--- src/lamp_node_registration_fsm_top_assert.svh ---
// Assertion macros for the lamp node registration block.
`ifndef LAMP_NODE_REGISTRATION_FSM_TOP_ASSERT_SVH
`define LAMP_NODE_REGISTRATION_FSM_TOP_ASSERT_SVH

// Clocked check, masked while reset is asserted
`define LNR_ASSERT(label, prop, msg) \
	label: assert property (@(posedge clk) disable iff (!arst_n) prop) else $error(msg);

// Clocked check that also holds during reset
`define LNR_ASSERT_ALWAYS(label, prop, msg) \
	label: assert property (@(posedge clk) prop) else $error(msg);

`endif

--- src/lnr_pkg.sv ---
// Types and constants shared by the lamp node registration block.
package lnr_pkg;

	// Lamp modes
	typedef enum logic [2:0] {
		MODE_IDLE   = 3'd0,
		MODE_UNREG  = 3'd1,
		MODE_REGING = 3'd2,
		MODE_OFF    = 3'd3,
		MODE_ON     = 3'd4,
		MODE_FAULT  = 3'd5
	} mode_t;

	// Input events
	typedef enum logic [2:0] {
		OP_TICK         = 3'd0,
		OP_LINK_UP      = 3'd1,
		OP_LINK_DOWN    = 3'd2,
		OP_REG_ACK      = 3'd3,
		OP_REG_NACK     = 3'd4,
		OP_COMMAND      = 3'd5,
		OP_FAULT        = 3'd6,
		OP_MANUAL_RESET = 3'd7
	} op_t;

	// Result actions
	typedef enum logic [2:0] {
		ACT_NONE     = 3'd0,
		ACT_REGISTER = 3'd1,
		ACT_STATUS   = 3'd2,
		ACT_FAULT    = 3'd3,
		ACT_CLOSE    = 3'd4,
		ACT_CONNECT  = 3'd5
	} action_t;

	// Configuration register indexes
	localparam logic [1:0] REG_HEARTBEAT_PERIOD = 2'd0;
	localparam logic [1:0] REG_REGISTER_TIMEOUT = 2'd1;
	localparam logic [1:0] REG_RECONNECT_DELAY  = 2'd2;
	localparam logic [1:0] REG_MIN_ON_LEVEL     = 2'd3;

	// Configuration reset values
	localparam logic [7:0] RST_HEARTBEAT_PERIOD = 8'd10;
	localparam logic [7:0] RST_REGISTER_TIMEOUT = 8'd5;
	localparam logic [7:0] RST_RECONNECT_DELAY  = 8'd2;
	localparam logic [7:0] RST_MIN_ON_LEVEL     = 8'd30;

	// Command codes
	localparam logic [7:0] CMD_SWITCH_ON  = 8'd1;
	localparam logic [7:0] CMD_SWITCH_OFF = 8'd2;
	localparam logic [7:0] CMD_SET_LEVEL  = 8'd3;

	// Power estimate
	localparam logic [18:0] POWER_BASE_MW      = 19'd70000;
	localparam logic [18:0] POWER_PER_LEVEL_MW = 19'd800;

	typedef struct packed {
		logic [7:0] heartbeat_period;
		logic [7:0] register_timeout;
		logic [7:0] reconnect_delay;
		logic [7:0] min_on_level;
	} cfg_t;

	typedef struct packed {
		op_t        operation;
		logic [7:0] command_code;
		logic [7:0] command_level;
	} item_t;

	typedef struct packed {
		action_t     action;
		mode_t       lamp_mode;
		logic        lamp_on;
		logic [7:0]  level;
		logic [18:0] power_est;
		logic        fault_code;
	} result_t;

endpackage

--- src/lamp_node_registration_fsm_top.sv ---
// Result path: an accepted event waits in the input register, then its result is captured in the result register.
// Throughput: one event per cycle unless out_stall holds the result register; next state is combinational.
// in_stall rises only when both the input register and result register are held.
// Reset: asynchronous active low; mode unregistered, intensity and timers zero,
// a connect request pending for the first tick, config registers at defaults.
`include "lamp_node_registration_fsm_top_assert.svh"

// Top level of the lamp node registration block.
module lamp_node_registration_fsm_top
	import lnr_pkg::*;
(
	input  logic        clk,
	input  logic        arst_n,
	input  logic        cfg_we,
	input  logic [1:0]  cfg_index,
	input  logic [7:0]  cfg_wdata,
	input  logic        in_valid,
	output logic        in_stall,
	input  logic [2:0]  operation,
	input  logic [7:0]  command_code,
	input  logic [7:0]  command_level,
	output logic        out_valid,
	input  logic        out_stall,
	output logic [2:0]  action,
	output logic [2:0]  lamp_mode,
	output logic        lamp_on,
	output logic [7:0]  level,
	output logic [18:0] power_est,
	output logic        fault_code
);

	cfg_t    cfg;
	item_t   item_s1;
	logic    valid_s1;
	result_t res_core;
	result_t res_s2;
	logic    valid_s2;
	logic    in_take;
	logic    adv_s1;

	lnr_cfg u_cfg (
		.clk       (clk),
		.arst_n    (arst_n),
		.cfg_we    (cfg_we),
		.cfg_index (cfg_index),
		.cfg_wdata (cfg_wdata),
		.cfg       (cfg)
	);

	// Handshake control
	assign adv_s1   = valid_s1 && (!valid_s2 || !out_stall);
	assign in_stall = valid_s1 && !adv_s1;
	assign in_take  = in_valid && !in_stall;

	// Input register
	always_ff @(posedge clk or negedge arst_n) begin
		if (!arst_n) begin
			valid_s1 <= 1'b0;
		end else if (in_take) begin
			valid_s1 <= 1'b1;
		end else if (adv_s1) begin
			valid_s1 <= 1'b0;
		end
	end

	always_ff @(posedge clk) begin
		if (in_take) begin
			item_s1.operation     <= op_t'(operation);
			item_s1.command_code  <= command_code;
			item_s1.command_level <= command_level;
		end
	end

	lnr_core u_core (
		.clk    (clk),
		.arst_n (arst_n),
		.step   (adv_s1),
		.item   (item_s1),
		.cfg    (cfg),
		.result (res_core)
	);

	// Result register
	always_ff @(posedge clk or negedge arst_n) begin
		if (!arst_n) begin
			valid_s2 <= 1'b0;
		end else if (adv_s1) begin
			valid_s2 <= 1'b1;
		end else if (!out_stall) begin
			valid_s2 <= 1'b0;
		end
	end

	always_ff @(posedge clk) begin
		if (adv_s1) begin
			res_s2 <= res_core;
		end
	end

	assign out_valid  = valid_s2;
	assign action     = res_s2.action;
	assign lamp_mode  = res_s2.lamp_mode;
	assign lamp_on    = res_s2.lamp_on;
	assign level      = res_s2.level;
	assign power_est  = res_s2.power_est;
	assign fault_code = res_s2.fault_code;

	// Checks
	`LNR_ASSERT(a_on_flag, out_valid |-> (lamp_on == (lamp_mode == MODE_ON)), "lamp_on mismatch")
	`LNR_ASSERT(a_fault_rpt, out_valid && fault_code |-> action == ACT_FAULT, "stray fault code")
	`LNR_ASSERT(a_power_off, out_valid && !lamp_on |-> power_est == 19'd0, "power while off")
	`LNR_ASSERT_ALWAYS(a_stall_src, in_stall |-> out_stall && out_valid, "stray input stall")

endmodule

--- src/lnr_cfg.sv ---
// Configuration register file of the lamp node registration block.
module lnr_cfg
	import lnr_pkg::*;
(
	input  logic       clk,
	input  logic       arst_n,
	input  logic       cfg_we,
	input  logic [1:0] cfg_index,
	input  logic [7:0] cfg_wdata,
	output cfg_t       cfg
);

	logic [7:0] heartbeat_period_q;
	logic [7:0] register_timeout_q;
	logic [7:0] reconnect_delay_q;
	logic [7:0] min_on_level_q;

	// Register writes
	always_ff @(posedge clk or negedge arst_n) begin
		if (!arst_n) begin
			heartbeat_period_q <= RST_HEARTBEAT_PERIOD;
			register_timeout_q <= RST_REGISTER_TIMEOUT;
			reconnect_delay_q  <= RST_RECONNECT_DELAY;
			min_on_level_q     <= RST_MIN_ON_LEVEL;
		end else if (cfg_we) begin
			unique case (cfg_index)
				REG_HEARTBEAT_PERIOD: heartbeat_period_q <= cfg_wdata;
				REG_REGISTER_TIMEOUT: register_timeout_q <= cfg_wdata;
				REG_RECONNECT_DELAY:  reconnect_delay_q  <= cfg_wdata;
				REG_MIN_ON_LEVEL:     min_on_level_q     <= cfg_wdata;
				default:              ;
			endcase
		end
	end

	assign cfg.heartbeat_period = heartbeat_period_q;
	assign cfg.register_timeout = register_timeout_q;
	assign cfg.reconnect_delay  = reconnect_delay_q;
	assign cfg.min_on_level     = min_on_level_q;

endmodule

--- src/lnr_core.sv ---
// Lamp state machine: mode, intensity and tick counters, one event per cycle while step is high.
module lnr_core
	import lnr_pkg::*;
(
	input  logic    clk,
	input  logic    arst_n,
	input  logic    step,
	input  item_t   item,
	input  cfg_t    cfg,
	output result_t result
);

	mode_t      mode_q,          mode_d;
	logic [7:0] intensity_q,     intensity_d;
	logic [7:0] reg_timer_q,     reg_timer_d;
	logic [7:0] hb_timer_q,      hb_timer_d;
	logic       hb_active_q,     hb_active_d;
	logic [7:0] rc_timer_q,      rc_timer_d;
	logic       rc_pending_q,    rc_pending_d;

	logic       reg_fire;
	logic       rc_fire;
	logic       hb_fire;
	logic       lamp_live;
	action_t    action;

	// Counter expiry on this tick (a counter at 0 or 1 expires)
	assign reg_fire  = (mode_q == MODE_REGING) && (reg_timer_q <= 8'd1);
	assign rc_fire   = rc_pending_q && (rc_timer_q <= 8'd1);
	assign hb_fire   = hb_active_q && (hb_timer_q <= 8'd1);
	assign lamp_live = (mode_q == MODE_ON) || (mode_q == MODE_OFF);

	// Next state
	always_comb begin
		mode_d       = mode_q;
		intensity_d  = intensity_q;
		reg_timer_d  = reg_timer_q;
		hb_timer_d   = hb_timer_q;
		hb_active_d  = hb_active_q;
		rc_timer_d   = rc_timer_q;
		rc_pending_d = rc_pending_q;
		unique case (item.operation)
			OP_TICK: begin
				if (mode_q == MODE_REGING) begin
					reg_timer_d = reg_fire ? 8'd0 : reg_timer_q - 8'd1;
				end
				if (rc_pending_q) begin
					rc_timer_d = rc_fire ? 8'd0 : rc_timer_q - 8'd1;
					if (rc_fire) begin
						rc_pending_d = 1'b0;
					end
				end
				if (hb_active_q) begin
					if (hb_fire) begin
						hb_active_d = (cfg.heartbeat_period != 8'd0);
						hb_timer_d  = cfg.heartbeat_period;
					end else begin
						hb_timer_d = hb_timer_q - 8'd1;
					end
				end
				// Register timeout wins: close and schedule a reconnect
				if (reg_fire) begin
					mode_d       = MODE_UNREG;
					reg_timer_d  = 8'd0;
					hb_active_d  = 1'b0;
					hb_timer_d   = 8'd0;
					rc_pending_d = 1'b1;
					rc_timer_d   = cfg.reconnect_delay;
				end
			end
			OP_LINK_UP: begin
				if (mode_q != MODE_REGING) begin
					mode_d      = MODE_REGING;
					reg_timer_d = cfg.register_timeout;
				end
			end
			OP_LINK_DOWN, OP_REG_NACK: begin
				mode_d       = MODE_UNREG;
				reg_timer_d  = 8'd0;
				hb_active_d  = 1'b0;
				hb_timer_d   = 8'd0;
				rc_pending_d = 1'b1;
				rc_timer_d   = cfg.reconnect_delay;
			end
			OP_REG_ACK: begin
				if (mode_q == MODE_REGING) begin
					reg_timer_d = 8'd0;
					mode_d      = MODE_OFF;
					intensity_d = 8'd0;
					hb_active_d = (cfg.heartbeat_period != 8'd0);
					hb_timer_d  = cfg.heartbeat_period;
				end
			end
			OP_COMMAND: begin
				unique case (item.command_code)
					CMD_SWITCH_ON: begin
						if (mode_q == MODE_OFF) begin
							mode_d = MODE_ON;
							if (intensity_q < cfg.min_on_level) begin
								intensity_d = cfg.min_on_level;
							end
						end
					end
					CMD_SWITCH_OFF: begin
						if (mode_q == MODE_ON) begin
							mode_d      = MODE_OFF;
							intensity_d = 8'd0;
						end
					end
					CMD_SET_LEVEL: begin
						intensity_d = item.command_level;
						if ((item.command_level == 8'd0) && (mode_q == MODE_ON)) begin
							mode_d = MODE_OFF;
						end else if ((item.command_level != 8'd0) && (mode_q == MODE_OFF)) begin
							mode_d = MODE_ON;
						end
					end
					default: ;
				endcase
			end
			OP_FAULT: begin
				if (lamp_live) begin
					mode_d = MODE_FAULT;
				end
			end
			OP_MANUAL_RESET: begin
				if (mode_q == MODE_FAULT) begin
					mode_d       = MODE_UNREG;
					reg_timer_d  = 8'd0;
					hb_active_d  = 1'b0;
					hb_timer_d   = 8'd0;
					rc_pending_d = 1'b1;
					rc_timer_d   = cfg.reconnect_delay;
				end
			end
			default: ;
		endcase
	end

	// Action for the event
	always_comb begin
		action = ACT_NONE;
		unique case (item.operation)
			OP_TICK: begin
				if (reg_fire) begin
					action = ACT_CLOSE;
				end else if (rc_fire) begin
					action = ACT_CONNECT;
				end else if (hb_fire && lamp_live) begin
					action = ACT_STATUS;
				end
			end
			OP_LINK_UP: begin
				if (mode_q != MODE_REGING) begin
					action = ACT_REGISTER;
				end
			end
			OP_LINK_DOWN, OP_REG_NACK: action = ACT_CLOSE;
			OP_REG_ACK: begin
				if (mode_q == MODE_REGING) begin
					action = ACT_STATUS;
				end
			end
			OP_COMMAND: begin
				unique case (item.command_code)
					CMD_SWITCH_ON:  if (mode_q == MODE_OFF) action = ACT_STATUS;
					CMD_SWITCH_OFF: if (mode_q == MODE_ON) action = ACT_STATUS;
					// set level may switch the lamp between on and off, but never out of the on/off modes
					CMD_SET_LEVEL:  if (lamp_live) action = ACT_STATUS;
					default:        ;
				endcase
			end
			OP_FAULT: begin
				if (lamp_live) begin
					action = ACT_FAULT;
				end
			end
			OP_MANUAL_RESET: begin
				if (mode_q == MODE_FAULT) begin
					action = ACT_CLOSE;
				end
			end
			default: ;
		endcase
	end

	// State registers
	always_ff @(posedge clk or negedge arst_n) begin
		if (!arst_n) begin
			mode_q       <= MODE_UNREG;
			intensity_q  <= 8'd0;
			reg_timer_q  <= 8'd0;
			hb_timer_q   <= 8'd0;
			hb_active_q  <= 1'b0;
			rc_timer_q   <= 8'd0;
			rc_pending_q <= 1'b1;
		end else if (step) begin
			mode_q       <= mode_d;
			intensity_q  <= intensity_d;
			reg_timer_q  <= reg_timer_d;
			hb_timer_q   <= hb_timer_d;
			hb_active_q  <= hb_active_d;
			rc_timer_q   <= rc_timer_d;
			rc_pending_q <= rc_pending_d;
		end
	end

	// Result fields reflect the state after the event
	assign result.action     = action;
	assign result.lamp_mode  = mode_d;
	assign result.lamp_on    = (mode_d == MODE_ON);
	assign result.level      = intensity_d;
	assign result.power_est  = (mode_d == MODE_ON)
		? POWER_BASE_MW + POWER_PER_LEVEL_MW * {11'd0, intensity_d}
		: 19'd0;
	assign result.fault_code = (action == ACT_FAULT);

endmodule
--- config.mk ---
export PLATFORM = sky130hd
export DESIGN_NAME = lamp_node_registration_fsm_top
export DESIGN_NICKNAME = d
export VERILOG_FILES = /design/src/lnr_pkg.sv /design/src/lamp_node_registration_fsm_top.sv /design/src/lnr_cfg.sv /design/src/lnr_core.sv
export VERILOG_INCLUDE_DIRS = /design/src /design/src/src
export SDC_FILE = /design/constraint.sdc
export NUM_CORES = 1
export LEC_CHECK = 0
export BUFFER_PORTS_ARGS = -buffer_cell sky130_fd_sc_hd__buf_2
export CORE_ASPECT_RATIO = 1.4
export CORE_MARGIN = 1
export CORE_UTILIZATION = 35
export DETAILED_ROUTE_END_ITERATION = 6
export PLACE_DENSITY = 0.62
export SLEW_MARGIN = 5
export SYNTH_ARGS = -nofsm -noshare
export SYNTH_HDL_FRONTEND = slang
export SYNTH_SLANG_ARGS = --single-unit
--- constraint.sdc ---
create_clock -name clk -period 5.18 [get_ports clk]
set_input_delay 0 -clock clk [delete_from_list [all_inputs] [get_ports clk]]
set_output_delay 0 -clock clk [all_outputs]
set_load 0.1 [all_outputs]
== Word level (Yosys, flattened, before mapping) ==
Index checks and enable logic that the tools add are counted.

* Flip-flop bits (word level): 125
* Logic and storage cells: 152
* Output and inout bits: 37
* Bits of input ports: 34

* Add/subtract/negate cells: 4
* Multipliers: 1
* $lt $le $gt $ge: 4
* Multiplexer cells: 60
* Equal/unequal tests: 27
* Reduce and logical (&&, ||, !) cells: 34

{| class="wikitable"
|+ Operators with widths
! cell !! count
|-
| 8-bit 2-to-1 mux || 17
|-
| 8-bit one-hot mux with 3 select lines || 2
|-
| 3-bit one-hot mux with 7 select lines || 2
|-
| 8-bit one-hot mux with 5 select lines || 1
|-
| 3-bit 2-to-1 mux || 12
|-
| 8-bit one-hot mux with 4 select lines || 1
|-
| 8-bit by 1-bit <= comparator with 1-bit output (second input constant) || 3
|-
| 8-bit by 1-bit subtractor with 8-bit output (second input constant) || 3
|-
| 3-bit equality test (second input constant) || 7
|-
| 17-bit by 18-bit adder with 19-bit output (first input constant) || 1
|-
| 3-bit one-hot mux with 3 select lines || 2
|-
| 8-bit by 2-bit equality test with 1-bit output (second input constant) || 2
|-
| 8-bit one-hot mux with 2 select lines || 1
|-
| 8-bit nonzero test || 2
|-
| 3-bit by 2-bit equality test with 1-bit output (second input constant) || 5
|-
| 1-bit 2-to-1 mux || 14
|-
| 5-bit by 8-bit multiplier with 13-bit output (first input constant) || 1
|-
| 2-bit 2-to-1 mux || 6
|-
| 1-bit logical AND || 9
|-
| 3-bit by 1-bit != test with 1-bit output (second input constant) || 3
|-
| 8-bit by 1-bit equality test with 1-bit output (second input constant) || 1
|-
| 8-bit logical NOT || 1
|-
| 8-bit less-than comparator || 1
|-
| 2-bit by 1-bit != test with 1-bit output (second input constant) || 4
|-
| other kinds (20) || 29
|}

== Depth between registers and ports, before layout ==
* Word-level depth: 8
* Gate-level depth with buffers: 21
* Mapped depth without buffers: 21

== Cells and area by module ==
Synthesis repeated with hierarchy kept, for this count alone.

* Cell total of the unflattened synthesis: 675
* Area, all modules: 7,093.1 sq um

{| class="wikitable"
|+ By module, submodules not included
! module !! cells an instance !! instances !! area each (sq um) !! sequential area each (sq um)
|-
| lnr_core || 545 || 1 || 4,155.2 || 928.4
|-
| lamp_node_registration_fsm_top || 62 || 1 || 1,714.1 || 1,671.6
|-
| lnr_cfg || 68 || 1 || 1,223.7 || 812.0
|}

== Worst setup path before layout ==
Ideal clock, no wire load.

* Path type: reg2reg
* From: register u_cfg.min_on_level_q[1]
* To: register res_s2 (netlist bit power_est[17]) (data pin)
* Required time: 4.913 ns
* Period minus slack after synthesis: 5.210 ns
* Arrival time: 4.943 ns
* Setup slack: -0.030 ns
* Stages on the path, launching flop included: 21
* Setup time: 0.267 ns
* Path buffers: 0
* Cells stage by stage: dfstp_2 inv_1 ha_1 o21ai_0 o21ai_1 a2111oi_4 a32oi_1 o21ai_0 ha_1 ha_1 inv_1 fa_1 inv_1 ha_1 a21o_1 a21oi_1 o21ai_0 a211oi_1 nand2_1 o311ai_1 mux2i_1

{| class="wikitable"
|+ RTL lines
! item !! line !! text
|-
| start: declaration || lnr_cfg.sv:16 || <nowiki>logic [7:0] min_on_level_q;</nowiki>
|-
| start signal: assignment || lnr_cfg.sv:30 || <nowiki>REG_MIN_ON_LEVEL: min_on_level_q <= cfg_wdata;</nowiki>
|-
| end signal: assignment || lamp_node_registration_fsm_top.sv:96 || <nowiki>res_s2 <= res_core;</nowiki>
|-
| end: declaration || lamp_node_registration_fsm_top.sv:36 || <nowiki>result_t res_s2;</nowiki>
|}

==> impl_metrics.toml <==
[setup_path]
regToRegSetupSlack_ns = 0.23
cp.required_ns = 5.45
start_kind = "register"
rr_worst_depth = 20
crit_arrival_ns = 5.22
rr_startpoint = "u_cfg.min_on_level_q[4]"
regToRegEndpoint = "power_est[18]"
cpPeakStageDelay_ns = 0.54
cpLargestDelayFamily = "compound AO/OA/AOI/OAI gates"
worstSetupPathType = "register to register"
crit_buf_inv = 3
critPathMaxFanout = 4
endpoint_kind = "register"
path_cells = "inv_2, ha_2, a211oi_4, o21ai_4, a2111oi_4, buf_4, a32oi_1, o21ai_1, ha_1, ha_4, fa_1, ha_4, nand2_4, o211ai_1, buf_4, a221oi_4, o211a_1, nand2_2, or3_1, a31oi_1"
cpMaxStageDelayCell = "fa_1"

[timing]
rsz0062_at_grt = "yes"
finClkSkew_ns = 0.0122
setup_viol = 0
relSlewSlack_pct = 27.4
finalHoldViolCount = 0
whs_ns = 0.139
tightestPinTransition_ns = 1.09
layout_min_cycle_time_ns = 4.95
slew_violations = 0
max_freq_mhz = 202
finalCritPeriodShare_pct = 95.6

[grt]
antenna_found_initial = 0
grt_max_degree = 72
track_usage_pct = 18.5
grt_pass1_vias = 5566
grt_pass1_wl_um = 28900
grt_overflow = 0

[synth]
ys_types = 79
synth_ff_type = "dfrtp_1"
synth_edf_count = 50
ys_ff_latch = 121
synth_largest_area_cell = "dfrtp_1"
yosysWarnings = 0
synth-seq-area-share_pct = 47.1
synth_top_area_share_pct = 21.5
syn-cell-area_um2 = 6990
async_flop_share_pct = 58.7
syn_inst = 663
avgSynthCellArea_um2 = 10.5
synth_area_leaders = "dfrtp_1 (21%), edfxtp_1 (21%), ha_1 (7.5%), mux2_2 (5.8%), dfstp_2 (4.1%)"

[clock_network]
clk_latency_ns = 0.43
htree_levels = 4
clkSinkCount = 121
clk_pin_slew_ns = 0.06
clk_path_buf_depth = 2
tritoncts = "done"
cts_root_buf = "clkbuf_16"
cts_made_buffers = 17

[floorplanning]
initial_core_util_pct = 36.1
design.portCount = 71
core_area_um2 = 19400
dieArea_um2 = 20500
chipHeight_um = 169
rows = 60
die_x_um = 121

[run_status]
status = "finished, final reports clean"

[detailed_routing]
routed_wl_um = 18600
drc = 0
wl_per_cell_um = 17.1
firstDrtPassIters = 4
vias = 5679
viasPerCell = 5.22
drt_iter0_drc = 275
ant_nets = 0

[hold_path]
whs_path_depth = 3
worstHoldStart = "cfg_index[0]"
hold_end = "u_cfg.heartbeat_period_q[0]"
min_path_type = "input port to register"

[placement]
hpwl_um = 13400
place_congestion = 0.852
portBuffers = 66

[flow_run]
maxCapViolCount = 0

[pwr]
p_per_area_nw_per_um2 = 373
p_leak_uw = 0.00396
ir_worst_vdd_mv = 0.222
power.total_uw = 3430

[cells_and_area]
nets = 906
syn_to_final_growth_pct = 31.5
antenna_cells = 0
drive_gt1_share_pct = 31.7
## registers in the layout, indices dropped and copies added (netlist names)
register                  count
level                         8
action                        3
u_core.rc_timer_q             8
u_core.reg_timer_q            8
item_s1                      19
u_core.mode_q                 3
u_cfg.register_timeout_q      8
u_core.rc_pending_q           1
u_cfg.heartbeat_period_q      8
fault_code                    1
u_core.hb_active_q            1
u_cfg.reconnect_delay_q       8
lamp_on                       1
lamp_mode                     3
u_core.intensity_q            8
valid_s1                      1
out_valid                     1
power_est                    15
u_core.hb_timer_q             8
u_cfg.min_on_level_q          8
## final cells by class
cell class,count,area (µm²)
clock buffers,18,439
clock inverters,14,169
fillers,1781,10200
inverters,35,131
multi-input cells,487,3690
flip-flops and latches,121,3290
well taps,248,310
repair buffers,165,1150
## worst max path at each step
stage / from / cells past startpoint / end
3_5_place_dp: u_cfg.min_on_level_q[2] / 21 / power_est[17]
2_1_floorplan: u_cfg.min_on_level_q[1] / 21 / power_est[17]
4_1_cts: u_cfg.min_on_level_q[1] / 19 / power_est[18]
6_report: u_cfg.min_on_level_q[4] / 20 / power_est[18]
3_3_place_gp: u_cfg.min_on_level_q[2] / 21 / power_est[16]
5_1_grt: u_cfg.min_on_level_q[1] / 22 / power_est[18]
## cell families (layout without fill, tap and decap cells)
kind of cell,Yosys count,count (layout),synth area share (%)
AND/OR/NAND/NOR,199,199,15.2
XOR/XNOR,8,8,1.00
adder cells (fa/ha/maj),45,45,8.38
other,1,4,0.0537
buffers and inverters,58,232,3.42
AO/OA/AOI/OAI,186,186,17.7
multiplexers,45,45,7.09
flip-flops,121,121,47.1
## Yosys cell counts, types with 5 or more instances
| cell | number |
|---|---|
| and2_1 | 9 |
| clkbuf_1 | 14 |
| nand3_1 | 17 |
| o21ai_0 | 57 |
| nor2_1 | 56 |
| o21ai_1 | 8 |
| nor2b_1 | 7 |
| nand2b_1 | 8 |
| a31oi_1 | 5 |
| nor3b_1 | 6 |
| ha_1 | 42 |
| dfrtp_1 | 60 |
| o21a_1 | 7 |
| o211ai_1 | 6 |
| mux2_2 | 36 |
| nand3b_1 | 12 |
| edfxtp_1 | 50 |
| mux2i_1 | 9 |
| xnor2_1 | 7 |
| a32oi_1 | 10 |
| a21oi_1 | 36 |
| dfstp_2 | 11 |
| nor3_1 | 18 |
| inv_1 | 33 |
| nand2_1 | 36 |
| buf_2 | 5 |
| a211oi_1 | 11 |
## report_power, final
part	switching (µW)	internal (µW)	leakage, µW
Sequential	137	1190	0.00136
Clock	456	770	0.000298
Combinational	565	304	0.00230
Total	1160	2270	0.00396
## per-stage QoR
stage / cell area [µm²] / setup slack (ns) / instances / util, % / setup TNS (ns)
2_1_floorplan: 7000 / 0.0237 / 666 / - / 0
3_3_place_gp: 7970 / -0.0135 / 1015 / 41.1 / -0.0255
3_5_place_dp: 7970 / -0.155 / 1015 / 41.1 / -0.479
4_1_cts: 8910 / 0.0174 / 1078 / 46.0 / 0
5_1_grt: 9190 / -0.0164 / 1088 / 47.4 / -0.0164
6_report: 9190 / 0.229 / 1088 / 47.4 / 0
## repair_timing
item,CTS,global route
setup buffers,0,11
pin swaps,1,36
resized for setup,6,41
hold endpoints to repair,113,0
endpoints found under the setup margin,4,5
hold buffers,31,0
## layout by cell type, fill, tap and decap left out, types with 4 or more instances in the layout
cell	count
conb_1	4
dlygate4sd3_1	31
nand3_1	17
nor3b_2	4
nor2_2	6
o21bai_1	4
a211oi_1	9
xnor2_1	5
edfxtp_1	50
a22oi_1	4
a31oi_1	5
o211ai_1	6
nor2b_1	7
dfstp_2	11
a21oi_1	34
mux2_2	36
ha_1	32
and2_1	9
nand3b_1	12
clkbuf_16	17
o21ai_1	9
dfrtp_1	60
nand2_1	33
a32oi_1	9
nor3_1	18
buf_4	68
buf_2	66
nor3b_1	5
o21ai_0	52
and3_1	4
ha_4	5
nand2b_1	8
o21a_1	7
ha_2	5
inv_1	31
nor2_1	51
mux2i_1	9
## worst reg2reg max path: stages, from the launching register on
cell and delay [ns]:
dfstp_2 0.53, inv_2 0.03, ha_2 0.18, a211oi_4 0.26, o21ai_4 0.11, a2111oi_4 0.43, buf_4 0.20, a32oi_1 0.05
o21ai_1 0.22, ha_1 0.30, ha_4 0.22, fa_1 0.54, ha_4 0.23, nand2_4 0.08, o211ai_1 0.10, buf_4 0.16
a221oi_4 0.28, o211a_1 0.21, nand2_2 0.08, or3_1 0.37, a31oi_1 0.17
## routing by layer
| metal | vias to the layer above | wire length (µm) | global-route usage [%] |
|---|---|---|---|
| li1 | 2797 | - | - |
| met1 | 2753 | 7520 | 21.2 |
| met2 | 102 | 10200 | 33.5 |
| met3 | 27 | 490 | 3.53 |
| met4 | 0 | 383 | 7.41 |
| met5 | - | 0 | 0 |
No activity file was read; power rests on OpenSTA's default activity.
